[config.mk]
export PLATFORM = sky130hd
export DESIGN_NAME = modular_power_prime
export DESIGN_NICKNAME = d
export VERILOG_FILES = /design/src/rtl/mpp_pkg.sv /design/src/rtl/mpp_mulmod.sv /design/src/rtl/mpp_datapath.sv /design/src/rtl/mpp_ctrl.sv /design/src/rtl/modular_power_prime.sv
export SDC_FILE = /design/constraint.sdc
export NUM_CORES = 2
export LEC_CHECK = 0
export BUFFER_PORTS_ARGS = -buffer_cell sky130_fd_sc_hd__buf_2
export CORE_MARGIN = 3
export CORE_UTILIZATION = 67
export CTS_CLUSTER_SIZE = 30
export DETAILED_ROUTE_END_ITERATION = 16
export PLACE_DENSITY = 0.81
export SYNTH_ARGS = -nofsm -noshare
export SYNTH_HDL_FRONTEND = slang
export SYNTH_SLANG_ARGS = --single-unit
export TNS_END_PERCENT = 30
[constraint.sdc]
create_clock -name aclk -period 10.7 [get_ports aclk]
set_input_delay 0.535 -clock aclk [delete_from_list [all_inputs] [get_ports aclk]]
set_output_delay 0.535 -clock aclk [all_outputs]
set_load 0.005 [all_outputs]
[src/rtl/mpp_pkg.sv]
// Package with the constants, widths and control types of the modular power block.
`timescale 1ns / 1ps

package mpp_pkg;

    localparam int EXP_BITS = 30;
    localparam int FIELD_W  = 30;
    localparam int EXP_W    = (EXP_BITS > FIELD_W) ? EXP_BITS : FIELD_W;
    localparam int CNT_W    = $clog2(EXP_W);

    localparam logic [FIELD_W-1:0] MOD_P   = FIELD_W'(1000000007);
    localparam logic [EXP_W-1:0]   INV_EXP = EXP_W'(1000000005);
    localparam logic [EXP_W-1:0]   EXP_MASK =
        EXP_W'((64'd1 << EXP_BITS) - 64'd1);

    // Barrett constant floor(2^60 / P), which fits in 31 bits.
    localparam logic [63:0] MU_FULL = (64'd1 << 60) / 64'd1000000007;
    localparam logic [30:0] MU      = MU_FULL[30:0];

    localparam int MM_STAGES = 6;

    localparam logic REQ_POWER   = 1'b0;
    localparam logic REQ_INVERSE = 1'b1;

    typedef struct packed {
        logic load;
        logic start;
        logic sel_sq;
        logic acc_wr;
        logic exp_shift;
        logic out_load;
    } cmd_t;

    typedef struct packed {
        logic mm_done;
        logic exp_msb;
    } sts_t;

endpackage

[src/rtl/mpp_mulmod.sv]
// Pipelined Barrett modular multiplier for the prime modulus.
`timescale 1ns / 1ps

module mpp_mulmod (
    input  logic                        aclk,
    input  logic                        aresetn,
    input  logic                        start,
    input  logic [mpp_pkg::FIELD_W-1:0] op_a,
    input  logic [mpp_pkg::FIELD_W-1:0] op_b,
    output logic                        done,
    output logic [mpp_pkg::FIELD_W-1:0] res
);

    logic [mpp_pkg::MM_STAGES-1:0] vld_reg;
    logic [59:0] prod_reg;
    logic [61:0] q2_reg;
    logic [31:0] lo_a_reg;
    logic [31:0] lo_b_reg;
    logic [31:0] q3p_reg;
    logic [31:0] r_reg;
    logic [31:0] r1_reg;
    logic [mpp_pkg::FIELD_W-1:0] res_reg;

    logic [60:0] q3p_full;
    logic [31:0] r1_next;
    logic [31:0] r2_next;

    assign q3p_full = q2_reg[61:31] * mpp_pkg::MOD_P;
    assign r1_next  = (r_reg >= 32'(mpp_pkg::MOD_P)) ? r_reg - 32'(mpp_pkg::MOD_P) : r_reg;
    assign r2_next  = (r1_reg >= 32'(mpp_pkg::MOD_P)) ? r1_reg - 32'(mpp_pkg::MOD_P) : r1_reg;

    always_ff @(posedge aclk) begin
        if (!aresetn) begin
            vld_reg <= '0;
        end else begin
            vld_reg <= {vld_reg[mpp_pkg::MM_STAGES-2:0], start};
        end
    end

    always_ff @(posedge aclk) begin
        prod_reg <= op_a * op_b;
        q2_reg   <= prod_reg[59:29] * mpp_pkg::MU;
        lo_a_reg <= prod_reg[31:0];
        q3p_reg  <= q3p_full[31:0];
        lo_b_reg <= lo_a_reg;
        r_reg    <= lo_b_reg - q3p_reg;
        r1_reg   <= r1_next;
        res_reg  <= r2_next[mpp_pkg::FIELD_W-1:0];
    end

    assign done = vld_reg[mpp_pkg::MM_STAGES-1];
    assign res  = res_reg;

endmodule

[src/rtl/mpp_datapath.sv]
// Datapath with the accumulator, base, exponent and result registers.
`timescale 1ns / 1ps

module mpp_datapath (
    input  logic                        aclk,
    input  logic                        aresetn,
    input  mpp_pkg::cmd_t               cmd,
    output mpp_pkg::sts_t               sts,
    input  logic                        s_req_type,
    input  logic [mpp_pkg::FIELD_W-1:0] s_base,
    input  logic [mpp_pkg::FIELD_W-1:0] s_exponent,
    output logic [mpp_pkg::FIELD_W-1:0] m_result
);

    logic [mpp_pkg::FIELD_W-1:0] acc_reg;
    logic [mpp_pkg::FIELD_W-1:0] base_reg;
    logic [mpp_pkg::EXP_W-1:0]   exp_reg;
    logic [mpp_pkg::FIELD_W-1:0] result_reg;

    logic [mpp_pkg::FIELD_W-1:0] op_b;
    logic [mpp_pkg::FIELD_W-1:0] mm_res;
    logic                        mm_done;
    logic [mpp_pkg::EXP_W-1:0]   exp_in;

    assign op_b   = cmd.sel_sq ? acc_reg : base_reg;
    assign exp_in = (s_req_type == mpp_pkg::REQ_INVERSE) ? mpp_pkg::INV_EXP
                  : (mpp_pkg::EXP_W'(s_exponent) & mpp_pkg::EXP_MASK);

    mpp_mulmod u_mulmod (
        .aclk    (aclk),
        .aresetn (aresetn),
        .start   (cmd.start),
        .op_a    (acc_reg),
        .op_b    (op_b),
        .done    (mm_done),
        .res     (mm_res)
    );

    always_ff @(posedge aclk) begin
        if (cmd.load) begin
            acc_reg  <= mpp_pkg::FIELD_W'(1);
            base_reg <= (s_base >= mpp_pkg::MOD_P) ? s_base - mpp_pkg::MOD_P : s_base;
            exp_reg  <= exp_in;
        end else begin
            if (cmd.acc_wr) begin
                acc_reg <= mm_res;
            end
            if (cmd.exp_shift) begin
                exp_reg <= {exp_reg[mpp_pkg::EXP_W-2:0], 1'b0};
            end
        end
        if (cmd.out_load) begin
            result_reg <= acc_reg;
        end
    end

    assign sts.mm_done = mm_done;
    assign sts.exp_msb = exp_reg[mpp_pkg::EXP_W-1];
    assign m_result    = result_reg;

endmodule

[src/rtl/mpp_ctrl.sv]
// Controller state machine that sequences square-and-multiply over the exponent bits.
`timescale 1ns / 1ps

module mpp_ctrl (
    input  logic          aclk,
    input  logic          aresetn,
    input  logic          s_valid,
    output logic          s_ready,
    output logic          m_valid,
    input  logic          m_ready,
    input  mpp_pkg::sts_t sts,
    output mpp_pkg::cmd_t cmd
);

    typedef enum logic [6:0] {
        ST_IDLE      = 7'b0000001,
        ST_SQ_ISSUE  = 7'b0000010,
        ST_SQ_WAIT   = 7'b0000100,
        ST_MUL_ISSUE = 7'b0001000,
        ST_MUL_WAIT  = 7'b0010000,
        ST_ADVANCE   = 7'b0100000,
        ST_OUT       = 7'b1000000
    } state_t;

    state_t                    state_reg, state_next;
    logic [mpp_pkg::CNT_W-1:0] cnt_reg, cnt_next;
    logic                      out_valid_reg, out_valid_next;

    always_comb begin
        state_next = state_reg;
        cnt_next   = cnt_reg;
        cmd        = '0;
        unique case (state_reg)
            ST_IDLE: begin
                if (s_valid) begin
                    cmd.load   = 1'b1;
                    cnt_next   = mpp_pkg::CNT_W'(mpp_pkg::EXP_W - 1);
                    state_next = ST_SQ_ISSUE;
                end
            end
            ST_SQ_ISSUE: begin
                cmd.start  = 1'b1;
                cmd.sel_sq = 1'b1;
                state_next = ST_SQ_WAIT;
            end
            ST_SQ_WAIT: begin
                if (sts.mm_done) begin
                    cmd.acc_wr = 1'b1;
                    state_next = sts.exp_msb ? ST_MUL_ISSUE : ST_ADVANCE;
                end
            end
            ST_MUL_ISSUE: begin
                cmd.start  = 1'b1;
                state_next = ST_MUL_WAIT;
            end
            ST_MUL_WAIT: begin
                if (sts.mm_done) begin
                    cmd.acc_wr = 1'b1;
                    state_next = ST_ADVANCE;
                end
            end
            ST_ADVANCE: begin
                if (cnt_reg == '0) begin
                    state_next = ST_OUT;
                end else begin
                    cmd.exp_shift = 1'b1;
                    cnt_next      = cnt_reg - 1'b1;
                    state_next    = ST_SQ_ISSUE;
                end
            end
            ST_OUT: begin
                if (!out_valid_reg || m_ready) begin
                    cmd.out_load = 1'b1;
                    state_next   = ST_IDLE;
                end
            end
            default: begin
                state_next = ST_IDLE;
            end
        endcase
    end

    always_comb begin
        if (cmd.out_load) begin
            out_valid_next = 1'b1;
        end else if (m_ready) begin
            out_valid_next = 1'b0;
        end else begin
            out_valid_next = out_valid_reg;
        end
    end

    always_ff @(posedge aclk) begin
        if (!aresetn) begin
            state_reg     <= ST_IDLE;
            cnt_reg       <= '0;
            out_valid_reg <= 1'b0;
        end else begin
            state_reg     <= state_next;
            cnt_reg       <= cnt_next;
            out_valid_reg <= out_valid_next;
        end
    end

    assign s_ready = (state_reg == ST_IDLE);
    assign m_valid = out_valid_reg;

endmodule

[src/rtl/modular_power_prime.sv]
// Top level of the modular power and inverse block over the prime 1000000007.
// The input channel (s_valid, s_ready) takes one request word: s_req_type selects a
// power with s_exponent (0) or a Fermat inverse (1), and s_base is the base.
// The result channel (m_valid, m_ready) returns one word per request on m_result.
// Requests are handled one at a time by square-and-multiply from the top exponent bit.
// Each exponent bit takes a squaring and, when the bit is one, a multiplication,
// both done by the six-stage modular multiplier that the two steps share.
// All 30 exponent bits are walked for every request; an inverse has a fixed exponent.
// s_ready is high only while the block is free, so the next request can be taken in the
// cycle after the previous result has been moved to the output register.
// A finished result waits in the output register while the receiver stalls; the
// block may accept and compute the next request meanwhile, and holds that one
// until the output register is free.
// Reset returns the controller to idle and empties the output register.
`timescale 1ns / 1ps

module modular_power_prime (
    input  logic                        aclk,
    input  logic                        aresetn,
    input  logic                        s_valid,
    output logic                        s_ready,
    input  logic                        s_req_type,
    input  logic [mpp_pkg::FIELD_W-1:0] s_base,
    input  logic [mpp_pkg::FIELD_W-1:0] s_exponent,
    output logic                        m_valid,
    input  logic                        m_ready,
    output logic [mpp_pkg::FIELD_W-1:0] m_result
);

    mpp_pkg::cmd_t cmd;
    mpp_pkg::sts_t sts;

    mpp_ctrl u_ctrl (
        .aclk    (aclk),
        .aresetn (aresetn),
        .s_valid (s_valid),
        .s_ready (s_ready),
        .m_valid (m_valid),
        .m_ready (m_ready),
        .sts     (sts),
        .cmd     (cmd)
    );

    mpp_datapath u_datapath (
        .aclk       (aclk),
        .aresetn    (aresetn),
        .cmd        (cmd),
        .sts        (sts),
        .s_req_type (s_req_type),
        .s_base     (s_base),
        .s_exponent (s_exponent),
        .m_result   (m_result)
    );

    a_busy_after_accept: assert property (@(posedge aclk) disable iff (!aresetn)
        s_valid && s_ready |=> !s_ready)
        else $error("Block accepted a word while still busy.");

    a_done_only_busy: assert property (@(posedge aclk) disable iff (!aresetn)
        sts.mm_done |-> !s_ready)
        else $error("Multiplier finished while the controller was idle.");

    a_no_overwrite: assert property (@(posedge aclk) disable iff (!aresetn)
        cmd.out_load |-> (!m_valid || m_ready))
        else $error("Output register overwritten before its word was taken.");

    a_result_reduced: assert property (@(posedge aclk) disable iff (!aresetn)
        m_valid |-> (m_result < mpp_pkg::MOD_P))
        else $error("Result is not reduced below the modulus.");

endmodule
==> metrics.md <==
| Metric | Value |
|---|---|
| Slew HR | 19.8% |
| Minimum clock period | 9.81 ns |
| Synthesis Warnings | 0 |
| Nets@finish | 8663 |
| TritonCTS Buffers | 44 |
| XOR/XNOR share of the synthesized area | 3.29% |
| Cells after Synth | 6598 |
| Rows | 112 |
| RSZ-0062 raised after global routing | false |
| Sequential share of the synthesized area | 14.5% |
| Syn_area_per_cell | 9.72 µm² |
| Post-synth net total | 8684 |
| Compound-cell area share of the yosys netlist | 6.01% |
| GPL Wtd Cong | 0.968 |
| First-pass GRT wire length | 263000 µm |
| Drt drc | 0 |
| Max FO, Critical Path | 57 |
| Post-synthesis mux area share | 0.0468% |
| Crit Path Class | reg -> reg |
| Largest stage delay on the critical path | 0.81 ns |
| Number of synthesized register bits | 420 |
| Slew Viols, Final | 0 |
| Placeable Area | 94200 µm² |
| Detailed-route wire length | 161000 µm |
| Clock skew | 0.0643 ns |
| Pleak | 35.5 nW |
| Hold Path Class | in -> reg |
| Initial drt markers | 3276 |
| Ys flop type | dfxtp_1 |
| Grt ovf | 0 |
| EDFF count, synth | 90 |
| Worst-path clk slew | 0.06 ns |
| Synth cell types | 88 |
| Setup WS pre-CTS | 1.13 ns |
| Max reg flops | 60 |
| Count of buffers from port buffering | 96 |
| Per-cell routed wire length | 20.4 µm |
| Share of cells above drive strength 1 | 4.14% |
| Setup ws final | 0.890 ns |
| Most frequent CP cell | fa_1 |
| Post-DRT Antenna Nets | 0 |
| Final Hold Fails | 0 |
| Initial antenna violation count | 10 |
| # fillers | 6733 |
| Vias | 45100 |
| Gr usage total | 33.9% |
| Maximum clock rate | 102 MHz |
| Worst Hold Margin | 0.197 ns |
| Combinational family with the most area after synthesis | adder cells |
| Starting Density | 68.1% |
| Synth Area in Simple Gates | 12.2% |
| TNS Setup | 0 ns |
| Worst path slowest cell | nand2_1 |
| # hold bufs at CTS | 0 |
| Max-Cap Viols | 0 |
| Root Buffer | clkbuf_16 |
| Hpwl dp | 129000 µm |
| Crit path max-delay family | adder cells |
| Clk sinks | 420 |
| Synth Area in Adders | 53.7% |
| Endpoints failing setup | 0 |
| Power per standard cell area | 91.8 nW/µm² |
| H-Tree Depth | 2 |
| Longest Clk Path Bufs | 3 |
| Initial DRT Pass Iterations | 7 |
| Slew at the pin closest to its max-slew limit | 1.20 ns |
| Post-Syn Area | 64200 µm² |
| Largest net degree at the start of global routing | 89 |
| Final instance count without filler cells | 7882 |
| Vias in the first global route | 49600 |
| Via/cell ratio | 5.73 |
| CP startpoint kind | flip-flop |
| I/O pin cnt | 97 |
| Fin util | 71.6% |
| CP bufs+invs | 4 |
| WP data arrival | 10.29 ns |
| Worst-Skew Late Latency | 0.62 ns |
| Post-CTS sizing | 0 |
| Post-Place Cells | 7785 |
| Die width | 315 µm |
| Die area | 99500 µm² |
| Tcrit/Tclk final | 91.7% |
| Post-CTS setup buffer count | 0 |
| Crit end category | flip-flop |
| Critical Path RT | 11.18 ns |
| Async S/R FF share, synth | 0% |
| Status | finished clean |
| Area delta synth->final | 5.07% |
| Die Span Y | 315 µm |
| CTS tree | done |
| Peak supply drop | 0.132 mV |
## cell usage after synthesis (6+ instances only)
master | count | area share [%]
o211ai_1 | 10 | 0.12
nand2_1 | 683 | 4.0
a211o_1 | 9 | 0.12
inv_1 | 1499 | 8.8
a21oi_1 | 187 | 1.5
o21bai_1 | 13 | 0.15
o21a_1 | 48 | 0.56
edfxtp_1 | 90 | 4.2
clkbuf_1 | 213 | 1.2
nand3b_1 | 20 | 0.23
xnor2_1 | 166 | 2.3
nor3_1 | 42 | 0.33
and2_1 | 432 | 4.2
ha_1 | 797 | 16
or2_2 | 8 | 0.078
o2111ai_1 | 9 | 0.12
o21ai_0 | 137 | 1.1
nand3_1 | 50 | 0.39
xor2_1 | 75 | 1.0
nor2b_1 | 98 | 0.96
a21o_1 | 66 | 0.77
nor3b_1 | 8 | 0.094
nor2_1 | 134 | 0.78
dfxtp_1 | 330 | 10
fa_1 | 1224 | 38
o31ai_1 | 9 | 0.11
nand2b_1 | 30 | 0.29
a211oi_1 | 15 | 0.18
nand4_1 | 19 | 0.19
and3_1 | 20 | 0.20
o31a_1 | 6 | 0.082
nor4_1 | 7 | 0.068
a31oi_1 | 26 | 0.25
buf_2 | 6 | 0.047
a21boi_0 | 11 | 0.13
## area by class of cell
type                       instances  area [µm²]  area share (%)
antenna                           15        37.5          0.0557
clock buffer                      60        1280            1.91
clock inverter                    22         268           0.397
inverter                        1500        5630            8.35
multi-input combinational       4445       48300            71.6
sequential                       420        9310            13.8
tap                             1254        1570            2.33
timing repair buffer             166        1020            1.51
## final timing paths
| path | startpoint | end | slack, ns | cells after the start |
|---|---|---|---|---|
| worst min-delay path | s_valid | u_ctrl.state_reg[0] | 0.20 | 2 |
| worst max-delay path | u_ctrl.state_reg[6] | u_datapath.u_mulmod.prod_reg[59] | 0.89 | 29 |
| worst min register to register | u_datapath.u_mulmod.lo_a_reg[27] | u_datapath.u_mulmod.lo_b_reg[27] | 0.30 | 0 |
| worst max register to register | u_ctrl.state_reg[6] | u_datapath.u_mulmod.prod_reg[59] | 0.89 | 29 |
## placed cells by master (no fill, tap or decap), drive strengths merged, types with 6 or more instances in the layout
| cell type | Yosys | routed |
|---|---|---|
| clkbuf | 217 | 60 |
| and3 | 20 | 20 |
| clkinv | 1 | 11 |
| o31a | 6 | 6 |
| nor4 | 8 | 8 |
| xnor2 | 166 | 166 |
| nand2b | 30 | 30 |
| a21oi | 188 | 188 |
| o2111ai | 9 | 9 |
| nor2b | 98 | 98 |
| a31oi | 26 | 26 |
| nand3 | 50 | 50 |
| edfxtp | 90 | 90 |
| dfxtp | 330 | 330 |
| nor3 | 44 | 44 |
| a211oi | 15 | 15 |
| o31ai | 10 | 10 |
| or2 | 9 | 9 |
| nor3b | 8 | 8 |
| a21o | 67 | 67 |
| o21ai | 141 | 141 |
| a21boi | 11 | 11 |
| nor2 | 134 | 134 |
| nand2 | 683 | 683 |
| inv | 1499 | 1507 |
| ha | 797 | 797 |
| nand4 | 20 | 20 |
| buf | 15 | 166 |
| a211o | 9 | 9 |
| diode | 0 | 15 |
| fa | 1224 | 1224 |
| xor2 | 75 | 75 |
| o211ai | 10 | 10 |
| or3 | 6 | 6 |
| o41ai | 7 | 7 |
| o21bai | 13 | 13 |
| and2 | 432 | 432 |
| o21a | 48 | 48 |
| nand3b | 20 | 20 |
## stage by stage
stage	total power, mW	area, µm²
finish	6.18	67400
detailed placement	4.52	65800
CTS	6.16	67400
floorplan	3.79	64200
global route	6.51	67400
global placement	4.45	65800
## cell families (layout without fill, tap and decap cells)
group,Yosys count,count (layout)
mux,3,3
buf+inv,1733,1748
xor+xnor,241,241
compound gates,605,605
flops,420,420
fa+ha+maj,2021,2021
other cells,0,15
simple gates,1575,1575
## layer usage
layer  wire, µm  GRT usage, %  part of all wire (%)  vias to the layer above
met2      74600          55.3                    46                     2001
li1           -             -                     -                    20100
met5         34             0                 0.021                        -
met3      16700          8.62                    10                      519
met1      61100          43.3                    38                    22500
met4       8290          14.5                   5.2                        6
## where the power goes
group | switching [mW] | internal [mW] | leakage (nW) | total, mW
registers | 0.297 | 2.09 | 3.57 | 2.39
clock network | 0.687 | 0.933 | 0.767 | 1.62
logic | 1.44 | 0.740 | 31.1 | 2.18
(Power assumes the default switching activity.)
